==> src/sv/txrr_pkg.sv <==
// Shared constants, codes and controller/datapath interface types for the ring dispatcher.
package txrr_pkg;

   localparam int CHANNELS     = 8;
   localparam int RING_SLOTS   = 16;
   localparam int MAX_DISPATCH = 8;

   localparam int OP_W   = 2;
   localparam int KIND_W = 2;
   localparam int CH_W   = 3;
   localparam int SLOT_W = 4;
   localparam int RING_W = $clog2(RING_SLOTS);
   localparam int CIDX_W = $clog2(CHANNELS);
   localparam int NCNT_W = $clog2(MAX_DISPATCH + 1);
   localparam int CMP_W  = (RING_W > SLOT_W) ? RING_W : SLOT_W;

   localparam logic [OP_W-1:0] OP_STAGE   = 2'd0;
   localparam logic [OP_W-1:0] OP_RELEASE = 2'd1;
   localparam logic [OP_W-1:0] OP_SETUP   = 2'd2;
   localparam logic [OP_W-1:0] OP_UNUSED  = 2'd3;

   localparam logic [KIND_W-1:0] KIND_DISPATCH = 2'd0;
   localparam logic [KIND_W-1:0] KIND_SETUP    = 2'd1;
   localparam logic [KIND_W-1:0] KIND_STATUS   = 2'd2;

   typedef struct packed {
      logic load;
      logic apply;
      logic emit_single;
      logic emit_dispatch;
      logic emit_status;
   } cmd_type;

   typedef struct packed {
      logic single_op;
      logic found;
      logic out_free;
   } stat_type;

endpackage

==> src/sv/txrr_ctrl.sv <==
// Dispatcher sequencer: accept, apply, one result per cycle unless stalled.
module txrr_ctrl import txrr_pkg::*; (
   input  logic     clock,
   input  logic     reset,
   input  logic     req_tvalid,
   output logic     req_tready,
   input  stat_type stat,
   output cmd_type  cmd
);

   localparam logic [1:0] S_IDLE  = 2'd0;
   localparam logic [1:0] S_APPLY = 2'd1;
   localparam logic [1:0] S_SCAN  = 2'd2;

   logic [1:0]        state_ff, state_in;
   logic [NCNT_W-1:0] ndisp_ff, ndisp_in;

   assign req_tready = (state_ff == S_IDLE);

   always_comb begin
      state_in = state_ff;
      ndisp_in = ndisp_ff;
      cmd      = '0;
      case (state_ff)
         S_IDLE: begin
            if (req_tvalid) begin
               cmd.load = 1'b1;
               state_in = S_APPLY;
            end
         end
         S_APPLY: begin
            if (stat.single_op) begin
               if (stat.out_free) begin
                  cmd.emit_single = 1'b1;
                  state_in        = S_IDLE;
               end
            end else begin
               cmd.apply = 1'b1;
               ndisp_in  = '0;
               state_in  = S_SCAN;
            end
         end
         S_SCAN: begin
            if (stat.out_free) begin
               if (stat.found && (int'(ndisp_ff) < MAX_DISPATCH)) begin
                  cmd.emit_dispatch = 1'b1;
                  ndisp_in          = ndisp_ff + 1'b1;
               end else begin
                  cmd.emit_status = 1'b1;
                  state_in        = S_IDLE;
               end
            end
         end
         default: begin
            state_in = S_IDLE;
         end
      endcase
   end

   always_ff @(posedge clock) begin
      if (reset) begin
         state_ff <= S_IDLE;
         ndisp_ff <= '0;
      end else begin
         state_ff <= state_in;
         ndisp_ff <= ndisp_in;
      end
   end

endmodule

==> src/sv/txrr_datapath.sv <==
// Ring pointers, staged packet table, round-robin pick and the result register.
module txrr_datapath import txrr_pkg::*; (
   input  logic              clock,
   input  logic              reset,
   input  cmd_type           cmd,
   output stat_type          stat,
   input  logic [OP_W-1:0]   req_op,
   input  logic [CH_W-1:0]   req_ch,
   input  logic [SLOT_W-1:0] req_cnt,
   output logic              rsp_tvalid,
   input  logic              rsp_tready,
   output logic [KIND_W-1:0] rsp_kind,
   output logic [CH_W-1:0]   rsp_chan,
   output logic [SLOT_W-1:0] rsp_first,
   output logic [SLOT_W-1:0] rsp_taken,
   output logic [SLOT_W-1:0] rsp_free,
   output logic              rsp_rej,
   output logic              rsp_last
);

   logic [OP_W-1:0]   op_ff;
   logic [CH_W-1:0]   ch_ff;
   logic [SLOT_W-1:0] cnt_ff;
   logic              rej_ff, rej_in;

   logic [SLOT_W-1:0] staged_ff [CHANNELS];
   logic [SLOT_W-1:0] staged_in [CHANNELS];
   logic [RING_W-1:0] head_ff, head_in, tail_ff, tail_in;
   logic [CIDX_W-1:0] last_ff, last_in;

   logic              out_valid_ff;
   logic [KIND_W-1:0] kind_ff, kind_n;
   logic [CH_W-1:0]   chan_ff, chan_n;
   logic [SLOT_W-1:0] first_ff, first_n, taken_ff, taken_n, freeo_ff, freeo_n;
   logic              orej_ff, orej_n, olast_ff, olast_n;

   logic [RING_W-1:0] used, free;
   logic [CHANNELS-1:0] fit;
   logic [CIDX_W-1:0] pick;
   logic              found;
   logic [SLOT_W-1:0] pick_need;
   logic              out_free;
   logic              emit_any;

   assign used     = head_ff - tail_ff;
   assign free     = RING_W'(RING_SLOTS - 1) - used;
   assign out_free = !out_valid_ff || rsp_tready;
   assign emit_any = cmd.emit_single || cmd.emit_dispatch || cmd.emit_status;

   always_comb begin
      for (int i = 0; i < CHANNELS; i++) begin
         fit[i] = (staged_ff[i] != '0) && (CMP_W'(staged_ff[i]) <= CMP_W'(free));
      end
   end

   // Lowest rotated offset from the channel after the last one served wins.
   always_comb begin
      int s;
      int idx;
      s = int'(last_ff) + 1;
      if (s >= CHANNELS) s = 0;
      pick  = '0;
      found = 1'b0;
      for (int k = CHANNELS - 1; k >= 0; k--) begin
         idx = s + k;
         if (idx >= CHANNELS) idx = idx - CHANNELS;
         if (fit[CIDX_W'(idx)]) begin
            pick  = CIDX_W'(idx);
            found = 1'b1;
         end
      end
   end

   assign pick_need = staged_ff[pick];

   assign stat.single_op = (op_ff == OP_SETUP) || (op_ff == OP_UNUSED);
   assign stat.found     = found;
   assign stat.out_free  = out_free;

   // Next state of the ring and table.
   always_comb begin
      logic [CMP_W-1:0] rel;
      rel     = CMP_W'(cnt_ff);
      rej_in  = rej_ff;
      head_in = head_ff;
      tail_in = tail_ff;
      last_in = last_ff;
      for (int i = 0; i < CHANNELS; i++) staged_in[i] = staged_ff[i];
      if (cmd.apply) begin
         rej_in = 1'b0;
         if (op_ff == OP_STAGE) begin
            if ((int'(ch_ff) >= CHANNELS) || (cnt_ff == '0) ||
                (int'(cnt_ff) > RING_SLOTS - 1) ||
                (staged_ff[ch_ff[CIDX_W-1:0]] != '0)) begin
               rej_in = 1'b1;
            end else begin
               staged_in[ch_ff[CIDX_W-1:0]] = cnt_ff;
            end
         end else begin
            if (rel > CMP_W'(used)) begin
               rel    = CMP_W'(used);
               rej_in = 1'b1;
            end
            tail_in = tail_ff + RING_W'(rel);
         end
      end
      if (cmd.emit_single && (op_ff == OP_SETUP) && (free != '0)) begin
         head_in = head_ff + 1'b1;
      end
      if (cmd.emit_dispatch) begin
         head_in         = head_ff + RING_W'(pick_need);
         last_in         = pick;
         staged_in[pick] = '0;
      end
   end

   // Result fields; free count is the value after this result.
   always_comb begin
      kind_n  = KIND_STATUS;
      chan_n  = '0;
      first_n = '0;
      taken_n = '0;
      freeo_n = SLOT_W'(free);
      orej_n  = rej_ff;
      olast_n = 1'b1;
      if (cmd.emit_single) begin
         if ((op_ff == OP_SETUP) && (free != '0)) begin
            kind_n  = KIND_SETUP;
            first_n = SLOT_W'(head_ff);
            taken_n = SLOT_W'(1);
            freeo_n = SLOT_W'(free - 1'b1);
            orej_n  = 1'b0;
         end else begin
            orej_n = 1'b1;
         end
      end else if (cmd.emit_dispatch) begin
         kind_n  = KIND_DISPATCH;
         chan_n  = CH_W'(pick);
         first_n = SLOT_W'(head_ff);
         taken_n = pick_need;
         freeo_n = SLOT_W'(free - RING_W'(pick_need));
         orej_n  = 1'b0;
         olast_n = 1'b0;
      end
   end

   always_ff @(posedge clock) begin
      if (cmd.load) begin
         op_ff  <= req_op;
         ch_ff  <= req_ch;
         cnt_ff <= req_cnt;
      end
      if (emit_any) begin
         kind_ff  <= kind_n;
         chan_ff  <= chan_n;
         first_ff <= first_n;
         taken_ff <= taken_n;
         freeo_ff <= freeo_n;
         orej_ff  <= orej_n;
         olast_ff <= olast_n;
      end
   end

   always_ff @(posedge clock) begin
      if (reset) begin
         for (int i = 0; i < CHANNELS; i++) staged_ff[i] <= '0;
         head_ff      <= '0;
         tail_ff      <= '0;
         last_ff      <= '0;
         rej_ff       <= 1'b0;
         out_valid_ff <= 1'b0;
      end else begin
         for (int i = 0; i < CHANNELS; i++) staged_ff[i] <= staged_in[i];
         head_ff <= head_in;
         tail_ff <= tail_in;
         last_ff <= last_in;
         rej_ff  <= rej_in;
         if (emit_any)        out_valid_ff <= 1'b1;
         else if (rsp_tready) out_valid_ff <= 1'b0;
      end
   end

   assign rsp_tvalid = out_valid_ff;
   assign rsp_kind   = kind_ff;
   assign rsp_chan   = chan_ff;
   assign rsp_first  = first_ff;
   assign rsp_taken  = taken_ff;
   assign rsp_free   = freeo_ff;
   assign rsp_rej    = orej_ff;
   assign rsp_last   = olast_ff;

   a_emit_needs_room: assert property (@(posedge clock) disable iff (reset)
      emit_any |-> out_free)
      else $error("result loaded while the output register is still held");

   a_dispatch_fields: assert property (@(posedge clock) disable iff (reset)
      (out_valid_ff && (kind_ff == KIND_DISPATCH)) |-> (taken_ff != '0) && !orej_ff && !olast_ff)
      else $error("dispatch result with bad fields");

   a_final_is_last: assert property (@(posedge clock) disable iff (reset)
      (out_valid_ff && (kind_ff != KIND_DISPATCH)) |-> olast_ff)
      else $error("setup or status result without last");

   a_served_cleared: assert property (@(posedge clock) disable iff (reset)
      cmd.emit_dispatch |=> (staged_ff[$past(pick)] == '0) && (last_ff == $past(pick)))
      else $error("served channel still staged");

endmodule

==> src/sv/tx_ring_round_robin_dispatch_core.sv <==
// Top level of the round-robin transmit dispatcher over a descriptor ring.
//
// Input channel (req_): one item per command. req_tuser carries the opcode
// (stage packet, release descriptors, queue setup frame); req_tdata carries
// the channel and the descriptor count.
// Result channel (rsp_): a stage or release item yields zero or more dispatch
// items, one per packet sent, followed by a status item with rsp_tlast high.
// A setup item yields exactly one item (setup queued, or status if full).
// Sequencing: an item is taken in S_IDLE and applied in S_APPLY, and then
// one result per cycle is loaded into the output register while it is free,
// so a stage or release yields at most eight dispatches before its status;
// a setup or unused item loads its one result from S_APPLY. Each dispatch is
// a step of its own because every pick re-checks all channels against the
// free count left by the previous pick.
// The block takes one item at a time; req_tready is high while it waits for
// work, even if the last result has not been taken yet.
// When the receiver stalls, the result register holds and the sequencer
// waits; nothing is dropped. Reset empties the ring, clears every staged
// packet and restarts the round-robin order after channel 0.
module tx_ring_round_robin_dispatch_core import txrr_pkg::*; (
   input  logic                clock,
   input  logic                reset,
   input  logic                req_tvalid,
   output logic                req_tready,
   input  logic [7:0]          req_tdata,   // channel[2:0], count[6:3], zero pad
   input  logic [OP_W-1:0]     req_tuser,   // opcode[1:0]
   output logic                rsp_tvalid,
   input  logic                rsp_tready,
   output logic [15:0]         rsp_tdata,   // served_channel[2:0], first_slot[6:3],
                                            // slots_taken[10:7], free_slots[14:11],
                                            // rejected[15]
   output logic [KIND_W-1:0]   rsp_tuser,   // kind[1:0]
   output logic                rsp_tlast
);

   cmd_type  cmd;
   stat_type stat;

   logic [CH_W-1:0]   rsp_chan;
   logic [SLOT_W-1:0] rsp_first, rsp_taken, rsp_free;
   logic              rsp_rej;

   txrr_ctrl u_ctrl (
      .clock      (clock),
      .reset      (reset),
      .req_tvalid (req_tvalid),
      .req_tready (req_tready),
      .stat       (stat),
      .cmd        (cmd)
   );

   txrr_datapath u_datapath (
      .clock      (clock),
      .reset      (reset),
      .cmd        (cmd),
      .stat       (stat),
      .req_op     (req_tuser),
      .req_ch     (req_tdata[2:0]),
      .req_cnt    (req_tdata[6:3]),
      .rsp_tvalid (rsp_tvalid),
      .rsp_tready (rsp_tready),
      .rsp_kind   (rsp_tuser),
      .rsp_chan   (rsp_chan),
      .rsp_first  (rsp_first),
      .rsp_taken  (rsp_taken),
      .rsp_free   (rsp_free),
      .rsp_rej    (rsp_rej),
      .rsp_last   (rsp_tlast)
   );

   assign rsp_tdata = {rsp_rej, rsp_free, rsp_taken, rsp_first, rsp_chan};

endmodule

==> config.mk <==
export PLATFORM = sky130hd
export DESIGN_NAME = tx_ring_round_robin_dispatch_core
export DESIGN_NICKNAME = d
export VERILOG_FILES = /design/src/sv/txrr_pkg.sv /design/src/sv/txrr_ctrl.sv /design/src/sv/txrr_datapath.sv /design/src/sv/tx_ring_round_robin_dispatch_core.sv
export SDC_FILE = /design/constraint.sdc
export NUM_CORES = 1
export LEC_CHECK = 0
export ABC_AREA = 1
export BUFFER_PORTS_ARGS = -buffer_cell sky130_fd_sc_hd__buf_2
export CAP_MARGIN = 40
export CORE_MARGIN = 4
export CORE_UTILIZATION = 28
export CTS_BUF_LIST = sky130_fd_sc_hd__clkbuf_8 sky130_fd_sc_hd__clkbuf_16
export CTS_CLUSTER_DIAMETER = 150
export CTS_CLUSTER_SIZE = 20
export DETAILED_ROUTE_END_ITERATION = 10
export PLACE_DENSITY_LB_ADDON = 0.1
export SYNTH_ARGS = -nofsm -noshare
export SYNTH_HDL_FRONTEND = slang
export SYNTH_SLANG_ARGS = --single-unit
==> constraint.sdc <==
create_clock -name clock -period 4.85 [get_ports clock]
set_input_delay 0.97 -clock clock [delete_from_list [all_inputs] [get_ports clock]]
set_output_delay 0.97 -clock clock [all_outputs]
set_load 0.01 [all_outputs]
Yosys cells after proc, flatten, opt, wreduce, memory -nomap -nowiden. Memory sizes are Yosys's and may differ from the RTL's. A register that Yosys moved wholly into a read port is not among the register bits. Cells that the tools add are included.

Multiplexer cells: 116. $lt $le $gt $ge: 31. Reduce and logical (&&, ||, !) cells: 40. Eq/ne operators: 10. Bitwise logic cells: 14. Add/subtract/negate cells: 24.

Operators by type and width (number): $ge A32 B5 Y1 const B (8); $mux W32 (4); $mux W4 (27); $mux W3 (17); $mux W1 (44); $lt A3 B5 Y1 const B (8); $reduce_bool A4 Y1 (10); $and A32 B32 Y32 (1); $bwmux W32 (1); $le A4 B4 Y1 (8); $not A32 Y32 (1); $bmux W1 S3 (8); $demux W4 S3 (2); $sub A3 B1 Y3 const B (8); $mux W2 (11); $add A4 B3 Y5 const B (4); $logic_and A1 B1 Y1 (14); $ge A4 B4 Y1 const B (3); $add A4 B2 Y5 const B (2); $add A4 B1 Y4 const B (2); $add A4 B4 Y4 (2); $lt A4 B1 Y1 const B (2); $not A3 Y4 (2); $or A1 B1 Y1 (8); 23 further kinds (38).

Bits in registers: 47. Memory bits (writable): 32. Logic and storage cells: 253. Memories kept: 1. Output and inout port bits: 21. Input bits: 14.

Memory list: u_datapath.staged_ff (words 8, bits a word 4, rd ports 10, clocked after Yosys merged registers in 1, wr ports 8, RTL line txrr_datapath.sv:26) `logic [SLOT_W-1:0] staged_ff [CHANNELS];`.

Depth between registers and ports, before layout. Gate-level depths: netlist of the first run.

Word-level depth: 26. Mapped depth: 42.

Modules after synthesis. A second synthesis of the first run with hierarchy kept.

Cells, all modules: 829. Area total of the unflattened synthesis: 6079.6 um^2.

By module, submodules not included: txrr_datapath (area an instance 5686.7 um^2, instances 1, seq. area each 1801.7 um^2, cells an instance 766); txrr_ctrl (area an instance 385.4 um^2, instances 1, seq. area each 120.1 um^2, cells an instance 62); tx_ring_round_robin_dispatch_core (area an instance 7.5 um^2, instances 1, seq. area each 0.0 um^2, cells an instance 1).

Least setup slack after synthesis of the first run. Ideal clock, no wire load.

Path kind: reg-to-reg. Start point: register u_datapath.head_ff[0]. End point: register u_datapath.freeo_ff[3] (netlist: u_datapath.rsp_free[3]) (data pin). Path slack: 0.245 ns. Required time: 4.597 ns. Data arrival time: 4.352 ns. Cell stages (with the launch flop): 41. Buffers on the path: 2. Setup time: 0.253 ns. Path through: dfxtp_1 inv_1 ha_1 inv_1 fa_1 xnor2_1 inv_1 ha_1 nand2_1 inv_1 nand2_1 nand2_1 nand2_1 nand3_1 nand3_1 nand3_1 nand2_1 inv_1 [... 5 more ...] nand2_1 nand2_2 nand2_2 buf_6 buf_2 nand2_1 o21ai_0 nand2_1 nand4_1 ha_1 nand2_1 nand2_1 a31oi_1 inv_1 nand2_1 nand3_1 nand3_1 nand2_1.

Cells in the longest elaborated chain, start to end: 21. Elaborated cells on any way between the ends: 70. Classes of those cells: add/sub: 4; order compare: 8; mux: 46; reduce/logical: 11; memory: 1.

RTL lines: start: declaration (RTL line txrr_datapath.sv:28) `logic [RING_W-1:0] head_ff, head_in, tail_ff, tail_in;`; start signal: assignment (RTL line txrr_datapath.sv:174) `head_ff <= head_in;`; $sub A4 B4 Y4 * (RTL line txrr_datapath.sv:45) `assign used = head_ff - tail_ff;`; $sub A4 B4 Y4 * (RTL line txrr_datapath.sv:46) `assign free = RING_W'(RING_SLOTS - 1) - used;`; parallel branches: the longest is 18 deep, another holds $le A4 B4 Y1; $mux W4 * (RTL line txrr_datapath.sv:126) `if (cmd.emit_single) begin`; named net u_datapath.freeo_n[3] (RTL line txrr_datapath.sv:34) `logic [SLOT_W-1:0] first_ff, first_n, taken_ff, taken_n, freeo_ff, freeo_n;`; end signal: assignment (RTL line txrr_datapath.sv:158) `freeo_ff <= freeo_n;`; end: declaration (RTL line txrr_datapath.sv:34).

Mark *: on every way through the listed nets, which the timed path passes. The select of a mux whose other input is x is not followed. A chain may end at the register's enable or synchronous reset.

Worst setup path in the final report of the first run.
Start point: register u_datapath.head_ff[0]. End point: register u_datapath.head_ff[3].

Cells in the longest elaborated chain, start to end: 20. Elaborated cells on any way between the ends: 70. Classes of those cells: add/sub: 4; order compare: 8; mux: 45; reduce/logical: 12; memory: 1.

RTL lines: parallel branches: the longest is 20 deep, another holds $sub A4 B4 Y4.

Several ways; the timed one is not identified. The select of a mux whose other input is x is not followed.

==> results of run 1 <==
state kept, by name (all words and copies together), names as in the netlist, named ones only:
signal                 cells
u_datapath.rsp_free        4
u_datapath.rsp_taken       4
u_datapath.rsp_kind        2
u_datapath.rsp_tvalid      1
u_datapath.rsp_last        1
u_datapath.rsp_rej         1
u_ctrl.state_ff            2
u_datapath.rej_ff          1
u_datapath.op_ff           2
u_datapath.last_ff         3
u_datapath.cnt_ff          4
u_datapath.rsp_chan        3
u_datapath.tail_ff         4
u_datapath.ch_ff           3
u_datapath.rsp_first       4
u_datapath.staged_ff      32
u_datapath.head_ff         4
u_ctrl.ndisp_ff            4
power by group:
group | internal (µW) | switching [µW] | leakage [µW] | total (µW)
registers | 732 | 13.5 | 0.000696 | 745
clock network | 411 | 299 | 0.000151 | 710
logic | 232 | 302 | 0.00271 | 534
total | 1370 | 614 | 0.00356 | 1990
cell type report:
cell class	instances	area share
timing repair buffer	129	0.124
multi-input combinational	571	0.486
clock buffer	10	0.0301
tap	270	0.0425
inverter	140	0.0668
clock inverter	6	0.00740
sequential	82	0.243
worst max path at each step:
| stage | startpoint | to | slack, ps | cells past startpoint |
|---|---|---|---|---|
| 2_1_floorplan | u_datapath.head_ff[0] | u_datapath.rsp_free[3] | 250 | 40 |
| 4_1_cts | u_datapath.tail_ff[2] | u_datapath.head_ff[2] | -50 | 36 |
| 3_5_place_dp | u_datapath.head_ff[0] | u_datapath.head_ff[3] | -420 | 38 |
| 6_report | u_datapath.head_ff[0] | u_datapath.head_ff[3] | -70 | 41 |
| 5_1_grt | u_datapath.head_ff[0] | u_datapath.head_ff[3] | -400 | 41 |
| 3_3_place_gp | u_datapath.tail_ff[2] | u_datapath.head_ff[3] | -390 | 38 |
synth_stat cells, drive strengths merged:
cell,n
a21o,1
xor2,3
nand4,12
a31oi,1
o211ai,1
or2,1
ha,52
xnor2,7
a311oi,1
nor4,2
a21oi,37
dfxtp,54
o21ai,53
a2111oi,16
o22ai,1
clkbuf,6
nand2,204
fa,4
nand3,74
edfxtp,28
a211oi,1
buf,13
nand3b,1
a2111o,1
nor3,25
a221oi,1
o221ai,3
a32o,1
inv,140
a22o,2
nor2,66
routing by layer:
metal	GRT usage	vias to the layer above
li1	-	2926
met3	0.0215	15
met5	0	-
met4	0.0340	0
met1	0.241	2562
met2	0.268	73
tightest hold or removal path: cells and delay by family, from the launching register on:
| family | cells | cell delay (ps) |
|---|---|---|
| DFF | 1 | 300 |
| AOI/OAI and AO/OA | 1 | 60 |
| buffers and inverters | 1 | 60 |
kinds of logic after synthesis:
family,Yosys count,synth area share
fa+ha+maj,56,0.127
simple gates,385,0.289
flops,82,0.334
buf+inv,159,0.110
compound gates,120,0.124
xor+xnor,10,0.0165
timing repair:
item | CTS | global route
resized for setup | 75 | 89
cloned | 1 | 2
pin swaps | 15 | 53
setup buffers | 10 | 15
endpoints found under the setup margin | 6 | 7
stage by stage:
step,area [µm²],setup WS [ps],hold slack [ps],power [µW],util
after floorplan,5760,245,433,987,-
after global placement,6690,-387,455,1160,0.331
after detailed placement,6690,-423,453,1160,0.331
after CTS,7400,-52.7,462,1920,0.366
after global routing,7940,-400,494,2090,0.393
final,7940,-65.9,459,1990,0.393
==> run metrics, run 1 <==
CTS tree done; Max Buffers Root-to-Sink 2; Synth Register Bits about 80; Leak ~0.0036 µW; register area 1930 µm²; R2R depth 41; Synth area leader dfxtp_1; initial antenna violation count 0; Worst-Skew Late Latency 350 ps; post-synthesis sequential area ratio 0.334; Cell Rows 52; Post-Place Cells 1,166; top layer in use met4; Worst Path Max Fanout 5; Worst path slowest cell fa_2; # IOs 35; Startpoint Class flip-flop; fin nets 1,003; Bufs and invs on worst path 10; WL met1 about 9500 µm; met2 wire len 8620 µm; Max Cap Viol 0; Final period util 1.01; Met3 Wirelength about 570 µm; Worst Setup End Kind flip-flop; I/O Buffers 33; Area Overhead vs Synth 38.0%; outcome finished with violations; crit-path most repeated cell nand2_1; Die Y between 150 and 200 µm; Hold Crit Class reg2reg; Top delay family on crit path simple AND/OR/NAND/NOR gates; DRC violation count after routing 0; Critical Path Max Stage Delay 390 ps; most frequent cells in the layout nand2_1 (166), inv_1 (120), buf_4 (85); Final Hold Fails 0; Power Dens Cells 250 nW/µm²; first-pass GRT wire length a little under 30,000 µm; remaining antenna violation count 0; Finished Layout Cells 1,208; Overflow after GRT 0; WL/cell between 15 and 20 µm; Slew @ Worst Pin between 800 and 900 ps; Worst Skew approximately 8.4 ps; top cell type's share of synthesized area 0.188; Slew HR 0.442; number of global-route vias before repair around 5,400; RR Endpoint u_datapath.head_ff[3]; Core ar. 20,200 µm²; RSZ-0062 raised after global routing true; largest net degree at the start of global routing 40; Setup violations, final 3; Mapped Nets a little under 900; Clock Pin Slew Worst Setup and Hold Paths about 70 ps; r2r setup slk -70 ps; Die W approximately 150 µm; multi-input logic area about 3900 µm²; hold path endpoint u_ctrl.ndisp_ff[3]; Placer Congestion between 0.8 and 0.9; Hold Buf Count CTS 0; Initial Util 0.285; FILL cells 2,185; DP Wirelength 14,100 µm; antenna cell count 0; Slew Viols, Final 0; failing checks setup timing; drt total wl 18,900 µm; hold path cells 2; vias per inst approximately 4.6; Synth Instances 812; Worst Setup Path Type reg2reg; layout cells sized above 1 0.319; Setup WS post-layout -65.9 ps; Synth warnings 0; CTS Buf Count 9; Crit path arrival time approximately 5200 ps; Fin Setup TNS -89.7 ps; maximum clock rate between 0.2 and 0.25 GHz; HP Start u_ctrl.ndisp_ff[3]; Peak VDD IR around 0.00016 V; synth top area cells dfxtp_1 (19%), edfxtp_1 (15%), nand2_1 (13%); syn avg cell area between 7 and 8 µm²; gr usage total 0.167; CTS H-tree lvls 3; Worst EP required slightly above 5000 ps; TritonRoute pass-1 iters 4; via count ~5,600; post-layout min period a little under 5000 ps; most common cell after layout, fill and taps aside nand2_1; DRT iter0 DRCs 232; post-synthesis cell area around 5800 µm²; CTS root buf clkbuf_16; R2R Path Start u_datapath.head_ff[0]; Clock Sinks around 80; die area ~23,000 µm²; Distinct cells, synth 43
Note: power is estimated with default switching activity, not from simulation.
==> run 2, diff against run 1 <==
Settings changed: ABC_AREA 1 to unset, SLEW_MARGIN set to 20, SYNTH_HIERARCHICAL set to 1.
==> run 2 against run 1 <==
  * The run still ends with setup timing left
  * Die area rose by 14%
  * Synthesized area rose by 15%
  * Total power shrank 12%
  * Synthesized cell count is 9.4% lower
  * Sequential share of layout area decreased by 5.3 points
  * Clock skew rose by 4.9 ps
  * First-iteration DRC count grew 43%
  * Final cell count rose by 5.4%
  * Critical path type unchanged
  * Largest cell class unchanged
  * Largest power group unchanged
==> run metrics, run 2 <==
Reg with most FFs u_datapath/staged_ff (was u_datapath.staged_ff); remaining antenna violation count 0 (unchanged); drt total wl 23,800 µm (was 18,900 µm); most frequent cell after synthesis nor2_1 (was nand2_1); Worst Skew 13.4 ps (was 8.44 ps); placed instance area 8490 µm² (was 6690 µm²); WL/cell 18.7 µm (was 15.6 µm); initial antenna violation count 0 (unchanged); dpl ws -1110 ps (was -423 ps); vias per inst 5.10 (was 4.62); Initial Util 0.288 (was 0.285); I/O Buffers 33 (unchanged); top cell type's share of synthesized area 0.164 (was 0.188); Hold Buf Count CTS 0 (unchanged); Sw Share 0.273 (was 0.309); Placer Congestion 0.895 (was 0.821); CTS H-tree lvls 3 (unchanged); r2r setup slk -770 ps (was -70 ps); Slew HR 0.441 (was 0.442); Worst EP required 5060 ps (was 5100 ps); sequential power share 0.427 (was 0.375); Worst Path Max Fanout 7 (was 5); ys flop type dfxtp_1 (unchanged); number of global-route vias before repair 6,553 (was 5,412); antenna cell count 0 (unchanged); Leak 0.00413 µW (was 0.00356 µW); Slew @ Worst Pin 831 ps (was 837 ps); Max Cap Viol 0 (unchanged); Top delay family on crit path simple AND/OR/NAND/NOR gates (unchanged); R2R depth 27 (was 41); most common cell after layout, fill and taps aside buf_4 (was nand2_1); gr usage total 0.178 (was 0.167); Worst path slowest cell or4b_1 (was fa_2); Area Overhead vs Synth 53.5% (was 38.0%); Worst Setup End Kind flip-flop (unchanged); Clock Pin Slew Worst Setup and Hold Paths 70 ps (about the same); Hold Slack 510 ps (was 459 ps); via count 6,494 (was 5,576); hold path cells 1 (was 2); CP endpoint u_datapath/head_ff[3] (was u_datapath.head_ff[3]); Cell Int Power 1280 µW (was 1370 µW); Crit path arrival time 5840 ps (was 5160 ps); post-layout min period 5620 ps (was 4920 ps); layout cells sized above 1 0.473 (was 0.319); critical path depth in cells 27 (was 41); synth top area cells dfxtp_1 (16%), edfxtp_1 (13%), ha_1 (10%) (was dfxtp_1 (19%), edfxtp_1 (15%), nand2_1 (13%)); Synth Instances 736 (was 812); Final period util 1.16 (was 1.01); Fin Setup TNS -7340 ps (was -89.7 ps); Power Dens Cells 174 nW/µm² (was 250 nW/µm²); CTS Buf Count 9 (unchanged); Max Buffers Root-to-Sink 2 (unchanged); Final Hold Fails 0 (unchanged); Net Switching 480 µW (was 614 µW); Startpoint Class flip-flop (unchanged); first-pass GRT wire length 36,600 µm (was 29,300 µm); Worst Setup Path Type reg2reg (unchanged); maximum clock rate 0.178 GHz (was 0.203 GHz); largest net degree at the start of global routing 34 (was 40); CTS root buf clkbuf_16 (unchanged); Setup violations, final 37 (was 3); RSZ-0062 raised after global routing true (unchanged); Logic pwr share 0.192 (was 0.268); max reg flops 32 (unchanged); Distinct cells, synth 97 (was 43); Die Y 161 µm (was 151 µm); Die W 161 µm (was 151 µm); Overflow after GRT 0 (unchanged); Cell Rows 55 (was 52); most frequent cells in the layout buf_4 (162), nor2_1 (55), mux2i_1 (52) (was nand2_1 (166), inv_1 (120), buf_4 (85)); syn avg cell area 8.96 µm² (was 7.09 µm²); Hold Crit Class reg2reg (unchanged); design area 10,100 µm² (was 7940 µm²); outcome finished with violations (unchanged); Synth Register Bits 82 (unchanged); Synth warnings 6 (was 0); CTS tree done (unchanged); most instantiated cells after synthesis nor2_1 (81), dfxtp_1 (54), mux2i_1 (54) (was nand2_1 (194), inv_1 (132), nand3_1 (73)); Setup WS post-layout -774 ps (was -65.9 ps); fraction of registers with async set/reset 0 (unchanged); Synth area leader dfxtp_1 (unchanged); Bufs and invs on worst path 4 (was 10); Core ar. 22,900 µm² (was 20,200 µm²); Critical Path Max Stage Delay 490 ps (was 390 ps); fin nets 1,026 (was 1,003); R2R Path Start u_datapath/head_ff[0] (was u_datapath.head_ff[0]); Peak VDD IR 0.000129 V (was 0.000162 V); clock power share 0.381 (was 0.357); RR Endpoint u_datapath/head_ff[3] (was u_datapath.head_ff[3]); DRC violation count after routing 0 (unchanged); DRT iter0 DRCs 332 (was 232); Post-synth EDFFs 28 (unchanged); Mapped Nets 807 (was 882); post-synthesis sequential area ratio 0.292 (was 0.334); post-synthesis cell area 6590 µm² (was 5760 µm²); TritonRoute pass-1 iters 4 (unchanged); Clock Sinks 82 (unchanged); Slew Viols, Final 0 (unchanged); Tot Pwr 1760 µW (was 1990 µW); CP Launch Point u_datapath/head_ff[0] (was u_datapath.head_ff[0]); failing checks setup timing (unchanged); Worst-Skew Late Latency 350 ps (about the same); die area 26,100 µm² (was 22,900 µm²); # IOs 35 (unchanged); DP Wirelength 18,400 µm (was 14,100 µm)
## run 2: cell types whose count changed in the layout (fill, tap and decap cells not counted), sizes merged, moves of 14 or more
cell     previous run  this run
a2111oi            16         0
a21o                1        15
and2                0        16
buf               127       236
inv               143        49
mux2i               0        56
nand2             204        50
nand3              74        31
nor2               66        82
nor2b               0        14
o21ai              53        29
## run 2: worst min path at each step
stage / from / endpoint
floorplan: u_ctrl/ndisp_ff[2] / u_ctrl/ndisp_ff[2]
detailed placement: u_ctrl/ndisp_ff[2] / u_ctrl/ndisp_ff[2]
CTS: u_ctrl/ndisp_ff[2] / u_ctrl/ndisp_ff[2]
global placement: u_ctrl/ndisp_ff[2] / u_ctrl/ndisp_ff[2]
global route: u_ctrl/ndisp_ff[2] / u_ctrl/ndisp_ff[2]
finish: u_ctrl/ndisp_ff[2] / u_ctrl/ndisp_ff[2]
## run 2: timing repair
item	4_1_cts	5_1_grt
pin swaps	50	53
gates cloned	1	1
setup endpoints to repair	75	75
setup buffers	15	21
gates resized for setup	86	140
## run 2: area by class of cell
class / instances / area, µm²
Clock buffer: 9 / 225
Clock inverter: 7 / 56.3
Fill cell: 2196 / 12800
Inverter: 46 / 173
Multi-Input combinational cell: 579 / 5390
Sequential cell: 82 / 1930
Tap cell: 313 / 392
Timing Repair Buffer: 237 / 1960
## run 2: cells by family after synthesis
| group | count (synthesis) | share of synthesized area |
|---|---|---|
| adders and majority gates | 57 | 0.113 |
| DFF | 82 | 0.292 |
| and+or+nand+nor | 287 | 0.240 |
| buffers and inverters | 76 | 0.0488 |
| muxes | 68 | 0.114 |
| xor gates and xnor gates | 12 | 0.0182 |
| AOI/OAI and AO/OA | 154 | 0.175 |
## run 2: worst register-to-register path, cell delays in order (launching register included)
cell,delay [ps]
dfxtp_2,320
inv_2,50
ha_2,160
inv_2,40
fa_2,380
xor2_4,200
buf_12,150
ha_4,290
and4_4,230
nor2_2,50
or3_4,400
o21ai_4,170
nor3_2,60
or3b_4,420
o21a_4,150
buf_6,120
o21a_4,230
a32oi_2,180
o221ai_2,110
mux2i_1,170
mux2i_2,110
and2_1,150
ha_1,260
a21o_1,160
a21oi_2,200
nor2_2,70
a21o_1,150
or4b_1,490
## run 2: layer usage
metal | global-route usage | vias up | routed length [µm] | part of all wire
met5 | 0 | - | 0 | 0
met3 | 0.0309 | 28 | 1060 | 0.045
met2 | 0.292 | 129 | 11200 | 0.47
met4 | 0.0423 | 0 | 388 | 0.016
met1 | 0.246 | 3163 | 11100 | 0.47
li1 | - | 3174 | - | -
## run 2: stage by stage
| step | utilization | instances |
|---|---|---|
| 4_1_cts | 0.408 | 1255 |
| 2_1_floorplan | - | 736 |
| 3_3_place_gp | 0.370 | 1224 |
| 6_report | 0.442 | 1273 |
| 5_1_grt | 0.442 | 1273 |
| 3_5_place_dp | 0.370 | 1224 |
## run 2: power by group through the flow
stage	Combinational (µW)	Clock, µW	Sequential (µW)
finish	337	671	752
global route	367	710	754
CTS	310	686	751
detailed placement	276	0	766
global placement	268	0	766
floorplan	164	0	758
==> run 3, diff against run 2 <==
Settings changed: CORE_MARGIN 4 to 1.5, CTS_CLUSTER_DIAMETER 150 to 40.
==> run 3 against run 2 <==
  * The run still ends with setup timing left
  * Final cell count decreased by 0.39%
  * Critical endpoint unchanged
  * Largest power group unchanged
  * Combinational power is 4% lower
  * Design area down 3.9%
  * Register-to-register slack worse by 50 ps
  * Clock power about the same
  * Flip-flop and latch count did not move
  * Global-route usage up 1.8 points
  * Wire length decreased by 2.5%
  * Hold slack worse by 15 ps
==> run metrics, run 3 (synthesis gave the netlist of run 2 again) <==
Net Switching 471 µW (was 480 µW); Initial Util 0.289 (was 0.288); Leak 0.00400 µW (was 0.00413 µW); Die Y 156 µm (was 161 µm); Placer Congestion 0.888 (was 0.895); gr usage total 0.196 (was 0.178); Worst Setup Path Type reg2reg (unchanged); # IOs 35 (unchanged); Hold Slack 495 ps (was 510 ps); Worst Path Max Fanout 8 (was 7); Hold Crit Class reg2reg (unchanged); Worst Setup End Kind flip-flop (unchanged); RSZ-0062 raised after global routing true (unchanged); Cell Rows 55 (unchanged); first-pass GRT wire length 36,700 µm (was 36,600 µm); Cell Int Power 1280 µW (about the same); Startpoint Class flip-flop (unchanged); antenna cell count 0 (unchanged); sequential power share 0.430 (was 0.427); DRC violation count after routing 0 (unchanged); FILL cells 2,270 (was 2,196); Power Dens Cells 180 nW/µm² (was 174 nW/µm²); max reg flops 32 (unchanged); placed instance area 8510 µm² (was 8490 µm²); layout cells sized above 1 0.430 (was 0.473); CTS root buf clkbuf_16 (unchanged); Final period util 1.17 (was 1.16); Clock Sinks 82 (unchanged); Setup WS post-layout -828 ps (was -774 ps); dpl ws -1350 ps (was -1110 ps); DRT iter0 DRCs 357 (was 332); die area 24,500 µm² (was 26,100 µm²); Final Hold Fails 0 (unchanged); post-layout min period 5680 ps (was 5620 ps); design area 9720 µm² (was 10,100 µm²); via count 6,472 (was 6,494); Clock Pin Slew Worst Setup and Hold Paths 70 ps (about the same); most frequent cells in the layout buf_4 (183), nor2_1 (78), mux2i_1 (50) (was buf_4 (162), nor2_1 (55), mux2i_1 (52)); initial antenna violation count 0 (unchanged); failing checks setup timing (unchanged); Crit path arrival time 5910 ps (was 5840 ps); clock power share 0.384 (was 0.381); Area Overhead vs Synth 47.5% (was 53.5%); Worst-Skew Late Latency 360 ps (was 350 ps); fin nets 1,021 (was 1,026); Reg with most FFs u_datapath/staged_ff (unchanged); WL/cell 18.3 µm (was 18.7 µm); CTS H-tree lvls 3 (unchanged); drt total wl 23,200 µm (was 23,800 µm); Core ar. 22,800 µm² (was 22,900 µm²); Overflow after GRT 0 (unchanged); DP Wirelength 18,200 µm (was 18,400 µm); maximum clock rate 0.176 GHz (was 0.178 GHz); largest net degree at the start of global routing 34 (unchanged); CTS tree done (unchanged); Slew @ Worst Pin 802 ps (was 831 ps); Tot Pwr 1750 µW (was 1760 µW); Peak VDD IR 0.000139 V (was 0.000129 V); Slew HR 0.464 (was 0.441); Setup violations, final 9 (was 37); vias per inst 5.10 (about the same); Max Buffers Root-to-Sink 2 (unchanged); TritonRoute pass-1 iters 5 (was 4); Hold Buf Count CTS 0 (unchanged); Die W 156 µm (was 161 µm); outcome finished with violations (unchanged); remaining antenna violation count 0 (unchanged); Sw Share 0.269 (was 0.273); Worst EP required 5080 ps (was 5060 ps); I/O Buffers 33 (unchanged); Worst Skew 13.0 ps (was 13.4 ps); Logic pwr share 0.185 (was 0.192); most common cell after layout, fill and taps aside buf_4 (unchanged); Max Cap Viol 0 (unchanged); CTS Buf Count 9 (unchanged); r2r setup slk -830 ps (was -770 ps); multi-input logic area 5140 µm² (was 5390 µm²); Slew Viols, Final 0 (unchanged); register area 1930 µm² (about the same); number of global-route vias before repair 6,585 (was 6,553)
## run 3: power groups by stage
| stage | Sequential (µW) | Combinational [µW] | Clock (µW) |
|---|---|---|---|
| floorplan | 758 | 164 | 0 |
| global placement | 768 | 264 | 0 |
| detailed placement | 768 | 270 | 0 |
| CTS | 753 | 310 | 693 |
| global route | 755 | 355 | 723 |
| finish | 754 | 325 | 673 |
## run 3: timing repair
action                                  in CTS  in global routing
resized for setup                           88                 54
pin swaps                                   51                 40
endpoints found under the hold margin        0                  0
setup buffers                               17                  6
endpoints found under the setup margin      75                 46
## run 3: worst paths after layout
path,from,to,cells past startpoint
setup reg to reg,u_datapath/tail_ff[1],u_datapath/head_ff[3],27
hold / removal,u_ctrl/ndisp_ff[2],u_ctrl/ndisp_ff[2],1
hold reg to reg,u_ctrl/ndisp_ff[2],u_ctrl/ndisp_ff[2],1
setup / recovery,u_datapath/tail_ff[1],u_datapath/head_ff[3],27
## run 3: critical path: stages (launching register included)
cell       delay, ps
dfxtp_2          320
inv_2             70
ha_4             190
a21o_1           150
a21o_1           200
xnor2_4          140
buf_12           170
buf_8            130
ha_4             240
nand4_1          160
o2111ai_4        150
nand3_4          150
mux2i_4           90
mux4_2           530
a31oi_4          250
mux2i_4          370
o211ai_4         140
buf_12           160
mux2i_2          170
mux2i_1          100
mux2_4           290
and2_4           160
ha_4             280
a21oi_4           70
nor2_2           110
nor4b_1           70
a21o_1           170
or4b_1           510
## run 3: cell type report
cell class                      count  share of cell area
Sequential cell                    82               0.198
Inverter                           46              0.0183
Multi-Input combinational cell    578               0.528
Clock buffer                        9              0.0232
Clock inverter                      7             0.00643
Timing Repair Buffer              233               0.185
Tap cell                          313              0.0403
## run 3: through the flow
step | util | std cells | TNS [ps]
floorplan | - | 736 | -2400
global placement | 0.372 | 1230 | -20100
detailed placement | 0.372 | 1230 | -21580
CTS | 0.413 | 1263 | -3750
global route | 0.426 | 1268 | -6210
finish | 0.426 | 1268 | -3600
## run 3: layer usage
layer | global-route usage | up-vias | wire, µm
li1 | - | 3163 | -
met1 | 0.255 | 3137 | 10800
met2 | 0.339 | 148 | 11200
met3 | 0.0260 | 24 | 742
met4 | 0.0558 | 0 | 405
met5 | 0 | - | 0
